--- src/design/pifm_pkg.sv ---
// Shared types and constants of the peak interval frequency meter.
package pifm_pkg;

    localparam int FRAME_LEN = 100;

    localparam int SAMPLE_W = 10;
    localparam int TIME_W   = 16;
    localparam int IDX_W    = 10;
    localparam int SUM_W    = 16;
    localparam int CNT_W    = 10;
    localparam int SCALE_W  = 16;
    localparam int WHOLE_W  = 8;
    localparam int HUND_W   = 7;

    localparam int DVD_W    = 23;
    localparam int DVS_W    = 16;
    localparam int STEP_W   = $clog2(DVD_W + 1);

    localparam logic [SCALE_W-1:0] SCALE_RESET = SCALE_W'(8000);
    localparam logic [CNT_W-1:0]   CNT_MAX     = {CNT_W{1'b1}};
    localparam int                 HUND_BASE   = 100;
    localparam int                 WHOLE_MAX   = 255;

    typedef logic [SAMPLE_W-1:0] sample_t;
    typedef logic [TIME_W-1:0]   time_t;
    typedef logic [SUM_W-1:0]    sum_t;
    typedef logic [CNT_W-1:0]    cnt_t;
    typedef logic [SCALE_W-1:0]  scale_t;
    typedef logic [DVD_W-1:0]    dividend_t;
    typedef logic [DVS_W-1:0]    divisor_t;

    typedef struct packed {
        logic last;
        sum_t sum;
        cnt_t count;
    } frame_t;

    typedef struct packed {
        logic      start;
        dividend_t dividend;
        divisor_t  divisor;
    } div_req_t;

    typedef struct packed {
        logic      done;
        dividend_t quotient;
        divisor_t  remainder;
    } div_rsp_t;

    typedef enum logic [2:0] {
        ST_IDLE,
        ST_AVG,
        ST_FREQ,
        ST_HUND,
        ST_EMIT
    } state_t;

endpackage

--- src/design/pifm_if.sv ---
// Valid/ready channel interfaces for sample items and result items.
interface pifm_sample_if;
    import pifm_pkg::*;
    logic    valid;
    logic    ready;
    sample_t sample;
    time_t   timestamp;
    logic    frame_end;

    modport source (output valid, output sample, output timestamp, output frame_end,
                    input ready);
    modport sink (input valid, input sample, input timestamp, input frame_end,
                  output ready);
endinterface

interface pifm_result_if;
    import pifm_pkg::*;
    logic               valid;
    logic               ready;
    logic [WHOLE_W-1:0] freq_whole;
    logic [HUND_W-1:0]  freq_hundredths;
    logic [15:0]        avg_period;
    logic               no_period;
    logic               over_range;

    modport source (output valid, output freq_whole, output freq_hundredths,
                    output avg_period, output no_period, output over_range,
                    input ready);
    modport sink (input valid, input freq_whole, input freq_hundredths,
                  input avg_period, input no_period, input over_range,
                  output ready);
endinterface

--- src/design/peak_interval_frequency_meter_top.sv ---
// Top level: sequencer over the shared divider, scale register and result register.
// A sample that does not end a frame is taken while ready stays high.
// A frame-ending sample runs up to three divisions (mean, whole part,
// hundredths from its remainder): ready is low until the result item is loaded
// into the result register, which waits until the previous item has been taken.
// A frame with no interval skips the divisions. Reset clears frame state, scale_reg = 8000.
module peak_interval_frequency_meter_top (
    input  logic                 clk,
    input  logic                 rst_n,
    input  logic                 cfg_we,
    input  pifm_pkg::scale_t     cfg_wdata,
    pifm_sample_if.sink          samples,
    pifm_result_if.source        results
);
    import pifm_pkg::*;

    state_t state_reg, state_next;
    scale_t scale_reg;

    frame_t   frame;
    div_req_t div_req;
    div_rsp_t div_rsp;
    logic     accept;

    logic [15:0]        avg_reg, avg_next;
    logic [WHOLE_W-1:0] whole_reg, whole_next;
    logic [HUND_W-1:0]  hund_reg, hund_next;
    logic               nop_reg, nop_next;
    logic               over_reg, over_next;

    logic               out_valid_reg, out_valid_next;
    logic [WHOLE_W-1:0] out_whole_reg;
    logic [HUND_W-1:0]  out_hund_reg;
    logic [15:0]        out_avg_reg;
    logic               out_nop_reg;
    logic               out_over_reg;
    logic               load_out;

    pifm_peak u_peak (
        .clk       (clk),
        .rst_n     (rst_n),
        .accept    (accept),
        .sample    (samples.sample),
        .timestamp (samples.timestamp),
        .frame_end (samples.frame_end),
        .frame     (frame)
    );

    pifm_div u_div (
        .clk   (clk),
        .rst_n (rst_n),
        .req   (div_req),
        .rsp   (div_rsp)
    );

    assign samples.ready = (state_reg == ST_IDLE);
    assign accept        = samples.valid && samples.ready;

    always_comb
    begin
        state_next = state_reg;
        avg_next   = avg_reg;
        whole_next = whole_reg;
        hund_next  = hund_reg;
        nop_next   = nop_reg;
        over_next  = over_reg;
        div_req    = '0;
        load_out   = 1'b0;
        unique case (state_reg)
            ST_IDLE:
            begin
                if (accept && frame.last)
                begin
                    avg_next   = '0;
                    whole_next = '0;
                    hund_next  = '0;
                    over_next  = 1'b0;
                    nop_next   = 1'b1;
                    if (frame.count == '0)
                    begin
                        state_next = ST_EMIT;
                    end
                    else
                    begin
                        div_req.start    = 1'b1;
                        div_req.dividend = DVD_W'(frame.sum);
                        div_req.divisor  = DVS_W'(frame.count);
                        state_next       = ST_AVG;
                    end
                end
            end
            ST_AVG:
            begin
                if (div_rsp.done)
                begin
                    if (div_rsp.quotient[15:0] == '0)
                    begin
                        state_next = ST_EMIT;
                    end
                    else
                    begin
                        avg_next         = div_rsp.quotient[15:0];
                        div_req.start    = 1'b1;
                        div_req.dividend = DVD_W'(scale_reg);
                        div_req.divisor  = DVS_W'(div_rsp.quotient[15:0]);
                        state_next       = ST_FREQ;
                    end
                end
            end
            ST_FREQ:
            begin
                if (div_rsp.done)
                begin
                    if (div_rsp.quotient > DVD_W'(WHOLE_MAX))
                    begin
                        over_next  = 1'b1;
                        whole_next = WHOLE_W'(WHOLE_MAX);
                    end
                    else
                    begin
                        over_next  = 1'b0;
                        whole_next = div_rsp.quotient[WHOLE_W-1:0];
                    end
                    // hundredths from the remainder of the whole part
                    div_req.start    = 1'b1;
                    div_req.dividend = DVD_W'(div_rsp.remainder) * DVD_W'(HUND_BASE);
                    div_req.divisor  = DVS_W'(avg_reg);
                    state_next       = ST_HUND;
                end
            end
            ST_HUND:
            begin
                if (div_rsp.done)
                begin
                    nop_next   = 1'b0;
                    hund_next  = div_rsp.quotient[HUND_W-1:0];
                    state_next = ST_EMIT;
                end
            end
            ST_EMIT:
            begin
                if (!out_valid_reg || results.ready)
                begin
                    load_out   = 1'b1;
                    state_next = ST_IDLE;
                end
            end
            default:
            begin
                state_next = ST_IDLE;
            end
        endcase
    end

    always_comb
    begin
        out_valid_next = out_valid_reg && !results.ready;
        if (load_out)
        begin
            out_valid_next = 1'b1;
        end
    end

    always_ff @(posedge clk or negedge rst_n)
    begin
        if (!rst_n)
        begin
            state_reg     <= ST_IDLE;
            scale_reg     <= SCALE_RESET;
            out_valid_reg <= 1'b0;
        end
        else
        begin
            state_reg     <= state_next;
            out_valid_reg <= out_valid_next;
            if (cfg_we)
            begin
                scale_reg <= cfg_wdata;
            end
        end
    end

    always_ff @(posedge clk)
    begin
        avg_reg   <= avg_next;
        whole_reg <= whole_next;
        hund_reg  <= hund_next;
        nop_reg   <= nop_next;
        over_reg  <= over_next;
        if (load_out)
        begin
            out_whole_reg <= whole_reg;
            out_hund_reg  <= hund_reg;
            out_avg_reg   <= avg_reg;
            out_nop_reg   <= nop_reg;
            out_over_reg  <= over_reg;
        end
    end

    assign results.valid           = out_valid_reg;
    assign results.freq_whole      = out_whole_reg;
    assign results.freq_hundredths = out_hund_reg;
    assign results.avg_period      = out_avg_reg;
    assign results.no_period       = out_nop_reg;
    assign results.over_range      = out_over_reg;

endmodule

--- src/design/pifm_peak.sv ---
// Peak detection and per-frame interval accumulation.
module pifm_peak (
    input  logic              clk,
    input  logic              rst_n,
    input  logic              accept,
    input  pifm_pkg::sample_t sample,
    input  pifm_pkg::time_t   timestamp,
    input  logic              frame_end,
    output pifm_pkg::frame_t  frame
);
    import pifm_pkg::*;

    sample_t          older_reg;
    sample_t          middle_reg;
    time_t            mid_time_reg;
    logic [IDX_W-1:0] idx_reg;
    logic             seen_reg;
    time_t            peak_time_reg;
    sum_t             sum_reg;
    cnt_t             count_reg;

    logic is_peak;
    logic last;
    time_t delta;
    sum_t sum_next;
    cnt_t count_next;

    always_comb
    begin
        is_peak = (idx_reg >= IDX_W'(2)) && (middle_reg >= older_reg) && (middle_reg > sample);
        last    = frame_end || (({1'b0, idx_reg} + (IDX_W+1)'(1)) >= (IDX_W+1)'(FRAME_LEN));
        delta   = mid_time_reg - peak_time_reg;
        sum_next   = sum_reg;
        count_next = count_reg;
        if (is_peak && seen_reg)
        begin
            sum_next = sum_reg + delta;
            if (count_reg != CNT_MAX)
            begin
                count_next = count_reg + CNT_W'(1);
            end
        end
        frame.last  = last;
        frame.sum   = sum_next;
        frame.count = count_next;
    end

    always_ff @(posedge clk or negedge rst_n)
    begin
        if (!rst_n)
        begin
            older_reg     <= '0;
            middle_reg    <= '0;
            mid_time_reg  <= '0;
            idx_reg       <= '0;
            seen_reg      <= 1'b0;
            peak_time_reg <= '0;
            sum_reg       <= '0;
            count_reg     <= '0;
        end
        else if (accept)
        begin
            older_reg    <= middle_reg;
            middle_reg   <= sample;
            mid_time_reg <= timestamp;
            if (last)
            begin
                // clear frame totals
                idx_reg       <= '0;
                seen_reg      <= 1'b0;
                peak_time_reg <= '0;
                sum_reg       <= '0;
                count_reg     <= '0;
            end
            else
            begin
                idx_reg   <= idx_reg + IDX_W'(1);
                sum_reg   <= sum_next;
                count_reg <= count_next;
                if (is_peak)
                begin
                    seen_reg      <= 1'b1;
                    peak_time_reg <= mid_time_reg;
                end
            end
        end
    end

endmodule

--- src/design/pifm_div.sv ---
// Shared restoring divider, one quotient bit per cycle.
module pifm_div (
    input  logic               clk,
    input  logic               rst_n,
    input  pifm_pkg::div_req_t req,
    output pifm_pkg::div_rsp_t rsp
);
    import pifm_pkg::*;

    logic              busy_reg;
    logic              done_reg;
    logic [STEP_W-1:0] step_reg;
    dividend_t         dvd_reg;
    divisor_t          dvs_reg;
    divisor_t          rem_reg;

    logic [DVS_W+1:0] diff;
    logic             qbit;
    divisor_t         rem_next;

    always_comb
    begin
        diff     = {1'b0, rem_reg, dvd_reg[DVD_W-1]} - {2'b00, dvs_reg};
        qbit     = !diff[DVS_W+1];
        rem_next = qbit ? diff[DVS_W-1:0] : {rem_reg[DVS_W-2:0], dvd_reg[DVD_W-1]};
        rsp.done      = done_reg;
        rsp.quotient  = dvd_reg;
        rsp.remainder = rem_reg;
    end

    always_ff @(posedge clk or negedge rst_n)
    begin
        if (!rst_n)
        begin
            busy_reg <= 1'b0;
            done_reg <= 1'b0;
            step_reg <= '0;
        end
        else
        begin
            done_reg <= 1'b0;
            if (req.start)
            begin
                busy_reg <= 1'b1;
                step_reg <= '0;
            end
            else if (busy_reg)
            begin
                step_reg <= step_reg + STEP_W'(1);
                if (step_reg == STEP_W'(DVD_W - 1))
                begin
                    busy_reg <= 1'b0;
                    done_reg <= 1'b1;
                end
            end
        end
    end

    always_ff @(posedge clk)
    begin
        if (req.start)
        begin
            dvd_reg <= req.dividend;
            dvs_reg <= req.divisor;
            rem_reg <= '0;
        end
        else if (busy_reg)
        begin
            dvd_reg <= {dvd_reg[DVD_W-2:0], qbit};
            rem_reg <= rem_next;
        end
    end

endmodule
--- src/flat_wrapper.sv ---
// flat-port wrapper written by rule: the top's interface ports become plain ports
module peak_interval_frequency_meter_top_flat import pifm_pkg::*;
  (clk, rst_n, cfg_we, cfg_wdata, samples_valid, samples_sample, samples_timestamp, samples_frame_end, samples_ready, results_valid, results_freq_whole, results_freq_hundredths, results_avg_period, results_no_period, results_over_range, results_ready);
  pifm_sample_if samples_i ();
  pifm_result_if results_i ();
  input  logic clk;
  input  logic rst_n;
  input  logic cfg_we;
  input  pifm_pkg::scale_t cfg_wdata;
  input wire logic [$bits(samples_i.valid)-1:0] samples_valid;
  input wire logic [$bits(samples_i.sample)-1:0] samples_sample;
  input wire logic [$bits(samples_i.timestamp)-1:0] samples_timestamp;
  input wire logic [$bits(samples_i.frame_end)-1:0] samples_frame_end;
  output wire logic [$bits(samples_i.ready)-1:0] samples_ready;
  output wire logic [$bits(results_i.valid)-1:0] results_valid;
  output wire logic [$bits(results_i.freq_whole)-1:0] results_freq_whole;
  output wire logic [$bits(results_i.freq_hundredths)-1:0] results_freq_hundredths;
  output wire logic [$bits(results_i.avg_period)-1:0] results_avg_period;
  output wire logic [$bits(results_i.no_period)-1:0] results_no_period;
  output wire logic [$bits(results_i.over_range)-1:0] results_over_range;
  input wire logic [$bits(results_i.ready)-1:0] results_ready;
  assign samples_i.valid = samples_valid;
  assign samples_i.sample = samples_sample;
  assign samples_i.timestamp = samples_timestamp;
  assign samples_i.frame_end = samples_frame_end;
  assign samples_ready = samples_i.ready;
  assign results_valid = results_i.valid;
  assign results_freq_whole = results_i.freq_whole;
  assign results_freq_hundredths = results_i.freq_hundredths;
  assign results_avg_period = results_i.avg_period;
  assign results_no_period = results_i.no_period;
  assign results_over_range = results_i.over_range;
  assign results_i.ready = results_ready;
  peak_interval_frequency_meter_top u_core (.clk(clk), .rst_n(rst_n), .cfg_we(cfg_we), .cfg_wdata(cfg_wdata), .samples(samples_i), .results(results_i));
endmodule
--- config.mk ---
export PLATFORM = sky130hd
export DESIGN_NAME = peak_interval_frequency_meter_top_flat
export DESIGN_NICKNAME = d
export VERILOG_FILES = /design/src/design/pifm_pkg.sv /design/src/design/pifm_if.sv /design/src/design/peak_interval_frequency_meter_top.sv /design/src/design/pifm_peak.sv /design/src/design/pifm_div.sv /design/src/flat_wrapper.sv
export SDC_FILE = /design/constraint.sdc
export NUM_CORES = 1
export LEC_CHECK = 0
export ABC_AREA = 0
export BUFFER_PORTS_ARGS = -buffer_cell sky130_fd_sc_hd__buf_4
export CAP_MARGIN = 20
export CELL_PAD_IN_SITES_DETAIL_PLACEMENT = 1
export CELL_PAD_IN_SITES_GLOBAL_PLACEMENT = 2
export CORE_MARGIN = 1
export CORE_UTILIZATION = 41
export DETAILED_ROUTE_END_ITERATION = 8
export HOLD_SLACK_MARGIN = 0.02
export PLACE_DENSITY_LB_ADDON = 0.25
export RECOVER_POWER = 25
export SETUP_SLACK_MARGIN = 0.02
export SKIP_LAST_GASP = 1
export SYNTH_ARGS = -nofsm -noshare
export SYNTH_HDL_FRONTEND = slang
export SYNTH_HIERARCHICAL = 1
export SYNTH_SLANG_ARGS = --single-unit
--- constraint.sdc ---
create_clock -name clk -period 5.88 [get_ports clk]
set_clock_uncertainty 0.05 [all_clocks]
set_input_delay 0.882 -clock clk [delete_from_list [all_inputs] [get_ports clk]]
set_output_delay 0.882 -clock clk [all_outputs]
set_load 0.02 [all_outputs]
==> impl_metrics.tcl, run 1 <==
set metrics [dict create \
    yosys_most_used_dff "dfrtp_1" \
    rr_endpoint "u_core/u_div/rem_reg[11]" \
    cp_cell_sequence "buf_4 -> inv_1 -> ha_1 -> a211oi_1 -> nor2_1 -> or4_1 -> nand4_1 -> or2_2 -> mux2_1 -> or4_1 -> nor4_1 -> nor2_1 -> or3_2 -> buf_4 -> nand2b_1 -> o311ai_1" \
    p_int_uw 5070 \
    seq_power_share 0.264 \
    hold_depth 0 \
    clk-insertion-delay-late_ps 550 \
    p_leak_uw 0.00736 \
    crit_type "in2reg" \
    critical_path.slowest_cell "or4_1" \
    crit_arrival_ps 5420 \
    diodes 0 \
    top_level_ports 83 \
    cts-root-buf "clkbuf_16" \
    cts.path.max_buffers 3 \
    n_fill_cell 3808 \
    worst_pin_slew_ps 4010 \
    firstDrtPassIters 8 \
    syn_area_per_cell_um2 10.6 \
    yosys-top-cells-count "175 x inv_1, 110 x dfrtp_1, 110 x ha_1, 105 x edfxtp_1, 89 x nand2_1" \
    grt_max_degree 75 \
    syn-cell-area_mm2 0.0145 \
    violations "max-capacitance violations, max-slew violations" \
    startpoint "samples_sample[7]" \
    wire_per_inst_um 19.8 \
    antenna_found_initial 1 \
    fin_crit_ps 5020 \
    design.core.area_mm2 0.0346 \
    cp-endpoint "u_core/u_div/rem_reg[11]" \
    syn_nets 1551 \
    place_ws_ps 298 \
    fin_ws_ps 857 \
    hold_viol 0 \
    ys_seq_area_frac 0.442 \
    nets 1615 \
    irDropWorstVdd_uv 437 \
    switching_power_uw 3930 \
    max_freq_mhz 199 \
    first_global_vias 10889 \
    power_frac_comb 0.537 \
    die_h_um 190 \
    status "finished with violations" \
    cts_tree "built" \
    drt_iter0_markers 552 \
    synth_edf_count 105 \
    wl_mm 37.8 \
    ctsHoldBuffers 0 \
    post_cts_buffers 0 \
    yosysMostFrequentCell "inv_1" \
    die_x_um 190 \
    synth.top_cells.by_area "edfxtp_1 22%, dfrtp_1 19%, ha_1 9.5%" \
    grtUsageTotal 0.212 \
    power_density_mw_per_mm2 547 \
    dieArea_mm2 0.0360 \
    largest_reg_flops 23 \
    switching_share 0.437 \
    setup-tns-final_ps 0 \
    drv_cap 1 \
    via_per_inst 5.54 \
    port_buffers 82 \
    vias 10558 \
    grt_pass1_wl_mm 60.5 \
    max_stage_delay_ps 520 \
    worstPathRequired_ps 6270 \
    regToRegSetupSlack_ps 890 \
    h-tree-depth 1 \
    numCtsBuffers 28 \
    critPathMaxFanout 10 \
    yosysTopAreaCellShare 0.218 \
    gp_congestion 0.816 \
    timing.rr.start "u_core/u_peak/middle_reg[7]" \
    drc 0 \
    r2r_cells 14 \
    rsz0062_at_grt "false" \
    cts.sinks 237 \
    cp-start-kind "primary input" \
    drive_gt1_frac 0.174 \
    grt_overflow 0 \
    clk_pin_slew_worst_paths_ps 60 \
    max_slew_margin -1.67 \
    p_clk_frac 0.199 \
    end_kind "register" \
    yosys_warnings 6 \
    syn_to_final_growth_pct 13.7 \
    netlist_instances 1366 \
    slew_violations 73 \
    setup_viol 0 \
    ys_ff_latch 237 \
    synth_top_area_cell "edfxtp_1" \
    synth_cell_types 86 \
    start_util 0.417 \
    cts.repair.resized 0 \
    drt.antenna.violating_nets 0 \
    hold_class "reg2reg" \
    num_rows 68 \
    hpwl_mm 27.8 \
    post-route-period-util 0.854 \
    synth_async_sr_flop_share 0.489 \
]
## kinds of logic (layout without fill, tap and decap cells)
family                     after synthesis  in the layout  synth area share
AOI/OAI and AO/OA                      327            327             0.165
xor gates and xnor gates                48             48            0.0291
adders and majority gates              137            137             0.133
buffers and inverters                  241            327            0.0666
DFF                                    237            237             0.442
muxes                                   69             69            0.0532
and+or+nand+nor                        307            307             0.112
## per-stage QoR
step           power [uW]  cells  utilization  hold WS [ps]  cell area [um^2]
3_5_place_dp         7210   1854        0.447           356             15500
6_report             9000   1907        0.475           368             16400
3_3_place_gp         7130   1854        0.447           353             15500
5_1_grt              9750   1907        0.475           375             16400
4_1_cts              9070   1906        0.475           371             16400
2_1_floorplan        5980   1366            -           350             14500
## worst min path at each step
stage | endpoint | start
after floorplan | u_core/results.freq_hundredths[0] | u_core/hund_reg[0]
after global placement | u_core/results.freq_whole[3] | u_core/whole_reg[3]
after detailed placement | u_core/results.over_range | u_core/over_reg
after CTS | u_core/results.over_range | u_core/over_reg
after global routing | u_core/results.freq_whole[7] | u_core/whole_reg[7]
final | u_core/results.freq_whole[4] | u_core/whole_reg[4]
## area by class of cell
cell class              count  area [um^2]  share of cell area
clock buffers              37          828              0.0504
clock inverters            15          140             0.00853
inverters                 176          661              0.0402
multi-input cells         888         7130               0.434
flip-flops and latches    237         6380               0.388
well taps                 455          569              0.0346
repair buffers             99          729              0.0444
## worst max-delay path, delay by kind of cell
| family | cells | cell delay (ps) |
|---|---|---|
| multiplexers | 1 | 380 |
| buffers and inverters | 3 | 320 |
| adder cells (fa/ha/maj) | 1 | 300 |
| AND/OR/NAND/NOR | 9 | 2880 |
| AO/OA/AOI/OAI | 2 | 640 |
## routing by layer
metal	vias to the layer above	wire length [um]	track usage
li1	5052	-	-
met3	55	1430	0.0288
met5	-	13	0
met1	5257	17100	0.283
met2	192	18300	0.360
met4	2	979	0.0586
## cells in the final DEF, fill, tap and decap left out, types with 10 or more instances in the layout
cell type / Yosys / routed
xor2_1: 18 / 18
a22oi_1: 10 / 10
ha_1: 110 / 110
nor4_1: 10 / 10
inv_1: 175 / 175
mux2_2: 62 / 62
o21ai_0: 52 / 52
dfrtp_1: 110 / 110
edfxtp_1: 105 / 105
a21oi_1: 52 / 52
nor3_1: 17 / 17
fa_1: 27 / 27
a222oi_1: 16 / 16
nand3_1: 25 / 25
clkbuf_16: 0 / 31
and2_1: 23 / 22
nand2_1: 89 / 89
a22o_1: 43 / 43
o21ai_1: 22 / 22
a21o_1: 35 / 35
and3_1: 19 / 19
nor2_1: 46 / 46
xnor2_1: 30 / 30
buf_4: 4 / 95
nand4_1: 18 / 18
dfxtp_1: 16 / 16
## power groups by stage
stage          logic [uW]  registers, uW  clock network, uW
5_1_grt              5430           2410               1900
2_1_floorplan        3680           2300                  0
3_3_place_gp         4730           2400                  0
3_5_place_dp         4800           2410                  0
4_1_cts              4850           2380               1840
6_report             4830           2370               1790
(Power assumes the default switching activity.)
==> inputs of run 2 (changes only) <==
--- a/config.mk
+++ b/config.mk
@@ -11,7 +11,7 @@
 export CELL_PAD_IN_SITES_DETAIL_PLACEMENT = 1
 export CELL_PAD_IN_SITES_GLOBAL_PLACEMENT = 2
 export CORE_MARGIN = 1
-export CORE_UTILIZATION = 41
+export CORE_UTILIZATION = 40
 export DETAILED_ROUTE_END_ITERATION = 8
 export HOLD_SLACK_MARGIN = 0.02
 export PLACE_DENSITY_LB_ADDON = 0.25
@@ -20,5 +20,4 @@
 export SKIP_LAST_GASP = 1
 export SYNTH_ARGS = -nofsm -noshare
 export SYNTH_HDL_FRONTEND = slang
-export SYNTH_HIERARCHICAL = 1
 export SYNTH_SLANG_ARGS = --single-unit
==> impl_metrics.tcl, run 2 <==
set metrics [dict create \
    worst_pin_slew_ps 3570 \
    violations "max-capacitance violations, max-slew violations" \
    slew_violations 97 \
    worstPathRequired_ps 6030 \
    vias 10650 \
    setup_viol 0 \
    die_h_um 190 \
    ctsHoldBuffers 0 \
    yosys-top-cells-count "163 x inv_1, 145 x nand2_1, 118 x o21ai_0, 110 x dfrtp_1, 110 x ha_1" \
    cp_cell_sequence "ha_1 -> a211oi_1 -> nor3_1 -> a2111o_1 -> o211ai_2 -> or2_1 -> o211ai_1 -> o21a_1 -> a21oi_4 -> or3_1 -> buf_4" \
    hold_viol 0 \
    p_leak_uw 0.00710 \
    cts.path.max_buffers 3 \
    layout_commonest_cell "inv_1" \
    ys_ff_latch 237 \
    synth_edf_count 105 \
    synth_async_sr_flop_share 0.489 \
    hpwl_mm 28.0 \
    cts.repair.resized 0 \
    final_cell_mix "163 x inv_1, 145 x nand2_1, 118 x o21ai_0" \
    netlist_instances 1405 \
    wl_mm 37.1 \
    clk-insertion-delay-late_ps 540 \
    setup-tns-final_ps 0 \
    power_density_mw_per_mm2 415 \
    numCtsBuffers 28 \
    syn_to_final_growth_pct 14.6 \
    grt_max_degree 71 \
    seq_area_mm2 0.00638 \
    yosysMostFrequentCell "inv_1" \
    yosysTopAreaCellShare 0.222 \
    drt.antenna.violating_nets 0 \
    top_level_ports 83 \
    drc 0 \
    syn_nets 1590 \
    syn_area_per_cell_um2 10.1 \
    dieArea_mm2 0.0362 \
    via_per_inst 5.46 \
    wire_per_inst_um 19.0 \
    max_freq_mhz 231 \
    yosys_warnings 0 \
    multi_input_area_mm2 0.00695 \
    num_rows 68 \
    drv_cap 2 \
    cts.sinks 237 \
    grtUsageTotal 0.212 \
    port_buffers 82 \
    antenna_found_initial 0 \
    irDropWorstVdd_uv 340 \
    cp-start-kind "register" \
    end_kind "register" \
    startpoint "u_core.u_peak.middle_reg[3]" \
    ys_seq_area_frac 0.450 \
    crit_type "reg2reg" \
    max_stage_delay_ps 570 \
    post-route-period-util 0.735 \
    crit_arrival_ps 4480 \
    firstDrtPassIters 6 \
    gp_congestion 0.810 \
    fin_crit_ps 4320 \
    clk_pin_slew_worst_paths_ps 60 \
    diodes 0 \
    post_cts_buffers 0 \
    max_slew_margin -1.38 \
    drive_gt1_frac 0.126 \
    drt_iter0_markers 442 \
    start_util 0.408 \
    n_fill_cell 3892 \
    grt_overflow 0 \
    h-tree-depth 1 \
    min_from "u_core.nop_reg" \
    syn-cell-area_mm2 0.0142 \
    hold_class "reg2reg" \
    yosys_most_used_dff "dfrtp_1" \
    post-route-util 0.468 \
    critical_path.slowest_cell "or2_1" \
    grt_pass1_wl_mm 60.5 \
    timing.rr.start "u_core.u_peak.middle_reg[3]" \
    first_global_vias 10974 \
    die_x_um 190 \
    nets 1661 \
    synth_cell_types 71 \
    synth_top_area_cell "edfxtp_1" \
    cts-root-buf "clkbuf_16" \
    status "finished with violations" \
    largest_reg_flops 23 \
    critPathMaxFanout 23 \
    cts_tree "built" \
    design.core.area_mm2 0.0347 \
    rsz0062_at_grt "false" \
    synth.top_cells.by_area "edfxtp_1 22%, dfrtp_1 19%, ha_1 9.7%" \
]
run 2: cell types whose count changed after synthesis, moves of 13 or more:
cell,previous run,this run
clkbuf_1,32,49
a21o_1,35,20
o21ai_1,22,0
nand2_1,89,145
buf_2,18,5
a222oi_1,16,0
o21ai_0,52,118
a22o_1,43,27
mux2i_1,6,30
mux2_2,62,17
run 2: final cells by class:
type	instances	area share
flip-flops and latches	237	0.393
clock inverters	20	0.0137
clock buffers	30	0.0462
well taps	455	0.0351
multi-input cells	944	0.428
repair buffers	102	0.0465
inverters	163	0.0377
run 2: layer usage:
layer / global-route usage / part of all wire / vias up
met5: 0 / 0 / -
met4: 0.0455 / 0.021 / 0
met3: 0.0191 / 0.029 / 39
met2: 0.365 / 0.48 / 168
met1: 0.290 / 0.47 / 5282
li1: - / - / 5161
run 2: metrics by stage:
stage / power [uW] / hold slack (ps) / instances / instance area [um^2] / worst slack, ps
2_1_floorplan: 4120 / 350 / 1405 / 14200 / 1960
3_3_place_gp: 4960 / 357 / 1899 / 15300 / 1240
3_5_place_dp: 5020 / 361 / 1899 / 15300 / 1140
4_1_cts: 6870 / 376 / 1949 / 16200 / 1530
5_1_grt: 7300 / 377 / 1951 / 16200 / 1300
6_report: 6740 / 373 / 1951 / 16200 / 1560
run 2: critical path, delay by kind of cell, from the launching register on:
kind / cells / cell delay, ps
fa+ha+maj: 1 / 310
buf+inv: 1 / 320
simple gates: 3 / 860
compound gates: 6 / 2010
flops: 1 / 420
run 2: report_power, final:
group	total [uW]	switching [uW]	internal (uW)
Sequential	1930	123	1810
Combinational	3000	1750	1240
Clock	1810	712	1100
run 2: cell families (layout without fill, tap and decap cells):
group,count (synthesis),in the layout,share of synthesized area
AND/OR/NAND/NOR,358,358,0.120
XOR/XNOR,45,45,0.0278
multiplexers,49,49,0.0363
buffers and inverters,224,315,0.0608
adder cells (fa/ha/maj),137,137,0.135
flip-flops,237,237,0.450
AO/OA/AOI/OAI,355,355,0.169
run 2: path summary, 6_finish.rpt:
check	cells after the start	end	slack [ps]
hold / removal	0	u_core.results.no_period	370
max in group asynchronous	2	u_core.u_peak.sum_reg[13]	2100
setup / recovery	11	u_core.u_div.dvd_reg[20]	1560
hold reg to reg	0	u_core.results.no_period	370
setup reg to reg	11	u_core.u_div.dvd_reg[20]	1560
min in group asynchronous	1	u_core.u_peak.older_reg[3]	1510
==> inputs of run 3 (changes only) <==
--- a/config.mk
+++ b/config.mk
@@ -11,7 +11,7 @@
 export CELL_PAD_IN_SITES_DETAIL_PLACEMENT = 1
 export CELL_PAD_IN_SITES_GLOBAL_PLACEMENT = 2
 export CORE_MARGIN = 1
-export CORE_UTILIZATION = 40
+export CORE_UTILIZATION = 37
 export DETAILED_ROUTE_END_ITERATION = 8
 export HOLD_SLACK_MARGIN = 0.02
 export PLACE_DENSITY_LB_ADDON = 0.25
==> constraint.sdc (replaced) <==
create_clock -name clk -period 3.5 [get_ports clk]
set_clock_uncertainty 0.05 [all_clocks]
set_input_delay 0.525 -clock clk [delete_from_list [all_inputs] [get_ports clk]]
set_output_delay 0.525 -clock clk [all_outputs]
set_load 0.02 [all_outputs]
==> impl_metrics.tcl, run 3 (synthesis gave the netlist of run 2 again) <==
set metrics [dict create \
    cts.sinks 237 \
    antenna_found_initial 1 \
    critical_path.slowest_cell "fa_1" \
    irDropWorstVdd_uv 806 \
    violations "max-capacitance violations, max-slew violations, negative setup slack" \
    drive_gt1_frac 0.244 \
    crit_top_cell "ha_4" \
    drt.antenna.violating_nets 0 \
    nets 1789 \
    switching_power_uw 5240 \
    wire_per_inst_um 19.2 \
    max_stage_delay_ps 510 \
    cts-root-buf "clkbuf_16" \
    die_x_um 198 \
    clk-insertion-delay-late_ps 550 \
    drt_iter0_markers 539 \
    fin_crit_ps 3520 \
    numCtsBuffers 29 \
    wl_mm 41.0 \
    h-tree-depth 1 \
    multi_input_area_mm2 0.00753 \
    power_density_mw_per_mm2 762 \
    fin_ws_ps -20.0 \
    status "finished with violations" \
    r2r_cells 16 \
    crit_arrival_ps 3740 \
    worstPathRequired_ps 3720 \
    vias 11299 \
    hpwl_mm 30.5 \
    max_slew_margin -0.521 \
    crit_family "adder cells" \
    post-route-period-util 1.01 \
    setup_viol 2 \
    critPathMaxFanout 4 \
    num_rows 71 \
    p_clk_frac 0.222 \
    syn_to_final_growth_pct 27.0 \
    dieArea_mm2 0.0391 \
    final_cell_mix "206 x buf_4, 158 x inv_1, 145 x nand2_1" \
    rr_endpoint "u_core.u_div.dvd_reg[20]" \
    top_level_ports 83 \
    cp.buffers_inverters 4 \
    cp_cell_sequence "ha_4 -> ha_4 -> inv_2 -> fa_1 -> inv_2 -> ha_4 -> buf_6 -> o21a_1 -> o31ai_4 -> a21o_1 -> a21o_1 -> a31oi_4 -> a31oi_4 -> buf_6 -> xor2_1 -> o22ai_1" \
    max_freq_mhz 284 \
    seq_area_mm2 0.00640 \
    gp_congestion 0.850 \
    seq_power_share 0.232 \
    clk_pin_slew_worst_paths_ps 60 \
    drc 0 \
    final_cells 2138 \
    dp_cells 2058 \
    cp-start-kind "register" \
    p_int_uw 8470 \
    design.core.area_mm2 0.0377 \
    n_fill_cell 4239 \
    hold_ws_ps 125 \
    grtUsageTotal 0.214 \
    whs_endpoint "u_core.u_peak.mid_time_reg[15]" \
    first_global_vias 11966 \
    rsz0062_at_grt "true" \
    diodes 0 \
    timing.rr.start "u_core.u_div.rem_reg[3]" \
    hold_class "in2reg" \
    layout_commonest_cell "buf_4" \
    crit_type "reg2reg" \
    die_h_um 198 \
    port_buffers 82 \
    hold_viol 0 \
    grt_overflow 0 \
    firstDrtPassIters 5 \
    start_util 0.376 \
    switching_share 0.382 \
    regToRegSetupSlack_ps -20 \
    slew_violations 38 \
    cts.path.max_buffers 3 \
    p_leak_uw 0.00783 \
    drv_cap 1 \
    via_per_inst 5.28 \
    largest_reg_flops 23 \
    cts_tree "built" \
    worst_pin_slew_ps 2280 \
    end_kind "register" \
    hold_depth 3 \
    power_frac_comb 0.546 \
    grt_pass1_wl_mm 65.5 \
    grt_max_degree 45 \
    min_from "samples_timestamp[15]" \
]
-- run 3: area by class of cell --
cell class / instances / area share
multi-input combinational: 945 / 0.418
sequential: 237 / 0.355
inverter: 163 / 0.0340
tap: 511 / 0.0355
timing repair buffer: 228 / 0.103
clock inverter: 16 / 0.00994
clock buffer: 38 / 0.0439
-- run 3: how the worst max path moves through the flow --
stage          cells past startpoint                     startpoint                       end  slack (ps)
6_report                          16        u_core.u_div.rem_reg[3]  u_core.u_div.dvd_reg[20]         -20
5_1_grt                           15        u_core.u_div.rem_reg[4]  u_core.u_div.dvd_reg[22]        -190
4_1_cts                           17        u_core.u_div.rem_reg[3]  u_core.u_div.dvd_reg[15]         0.1
3_5_place_dp                      13  u_core.u_peak.mid_time_reg[1]  u_core.u_div.dvd_reg[15]        -400
3_3_place_gp                      13  u_core.u_peak.mid_time_reg[1]  u_core.u_div.dvd_reg[15]        -260
2_1_floorplan                     14        u_core.u_div.rem_reg[6]  u_core.u_div.dvd_reg[21]          60
-- run 3: routing by layer --
metal	track usage	part of all wire	vias to the layer above
met2	0.379	0.50	162
met5	0	0	-
met3	0.0199	0.024	61
li1	-	-	5421
met1	0.276	0.44	5655
met4	0.0603	0.028	0
-- run 3: tightest hold or removal path: stages --
cell     delay, ps
buf_4           70
nand2_1         40
nand2_1         50
-- run 3: what timing repair did --
action / in CTS / in global routing
gates cloned: 0 / 2
gates resized for setup: 53 / 69
hold endpoints to repair: 34 / 0
hold buffers: 1 / 0
setup buffers: 11 / 11
endpoints found under the setup margin: 51 / 87
pin swaps: 29 / 38
-- run 3: per-stage QoR --
step                      worst slack (ps)  instance area, um^2   util  setup TNS [ps]  total power (uW)
final                                -20.0                18000  0.478           -22.9             13700
after global routing                  -195                18000  0.478           -2460             14800
after CTS                            0.112                17500  0.466               0             13100
after detailed placement              -399                16200  0.430          -10510              9280
after global placement                -258                16200  0.430           -7800              9170
after floorplan                       58.5                14200      -               0              6940
-- run 3: power by group through the flow --
stage	Sequential (uW)	Combinational, uW	Clock [uW]
detailed placement	3220	6050	0
floorplan	3210	3730	0
global placement	3210	5960	0
finish	3190	7480	3050
global route	3210	8360	3240
CTS	3190	6800	3130
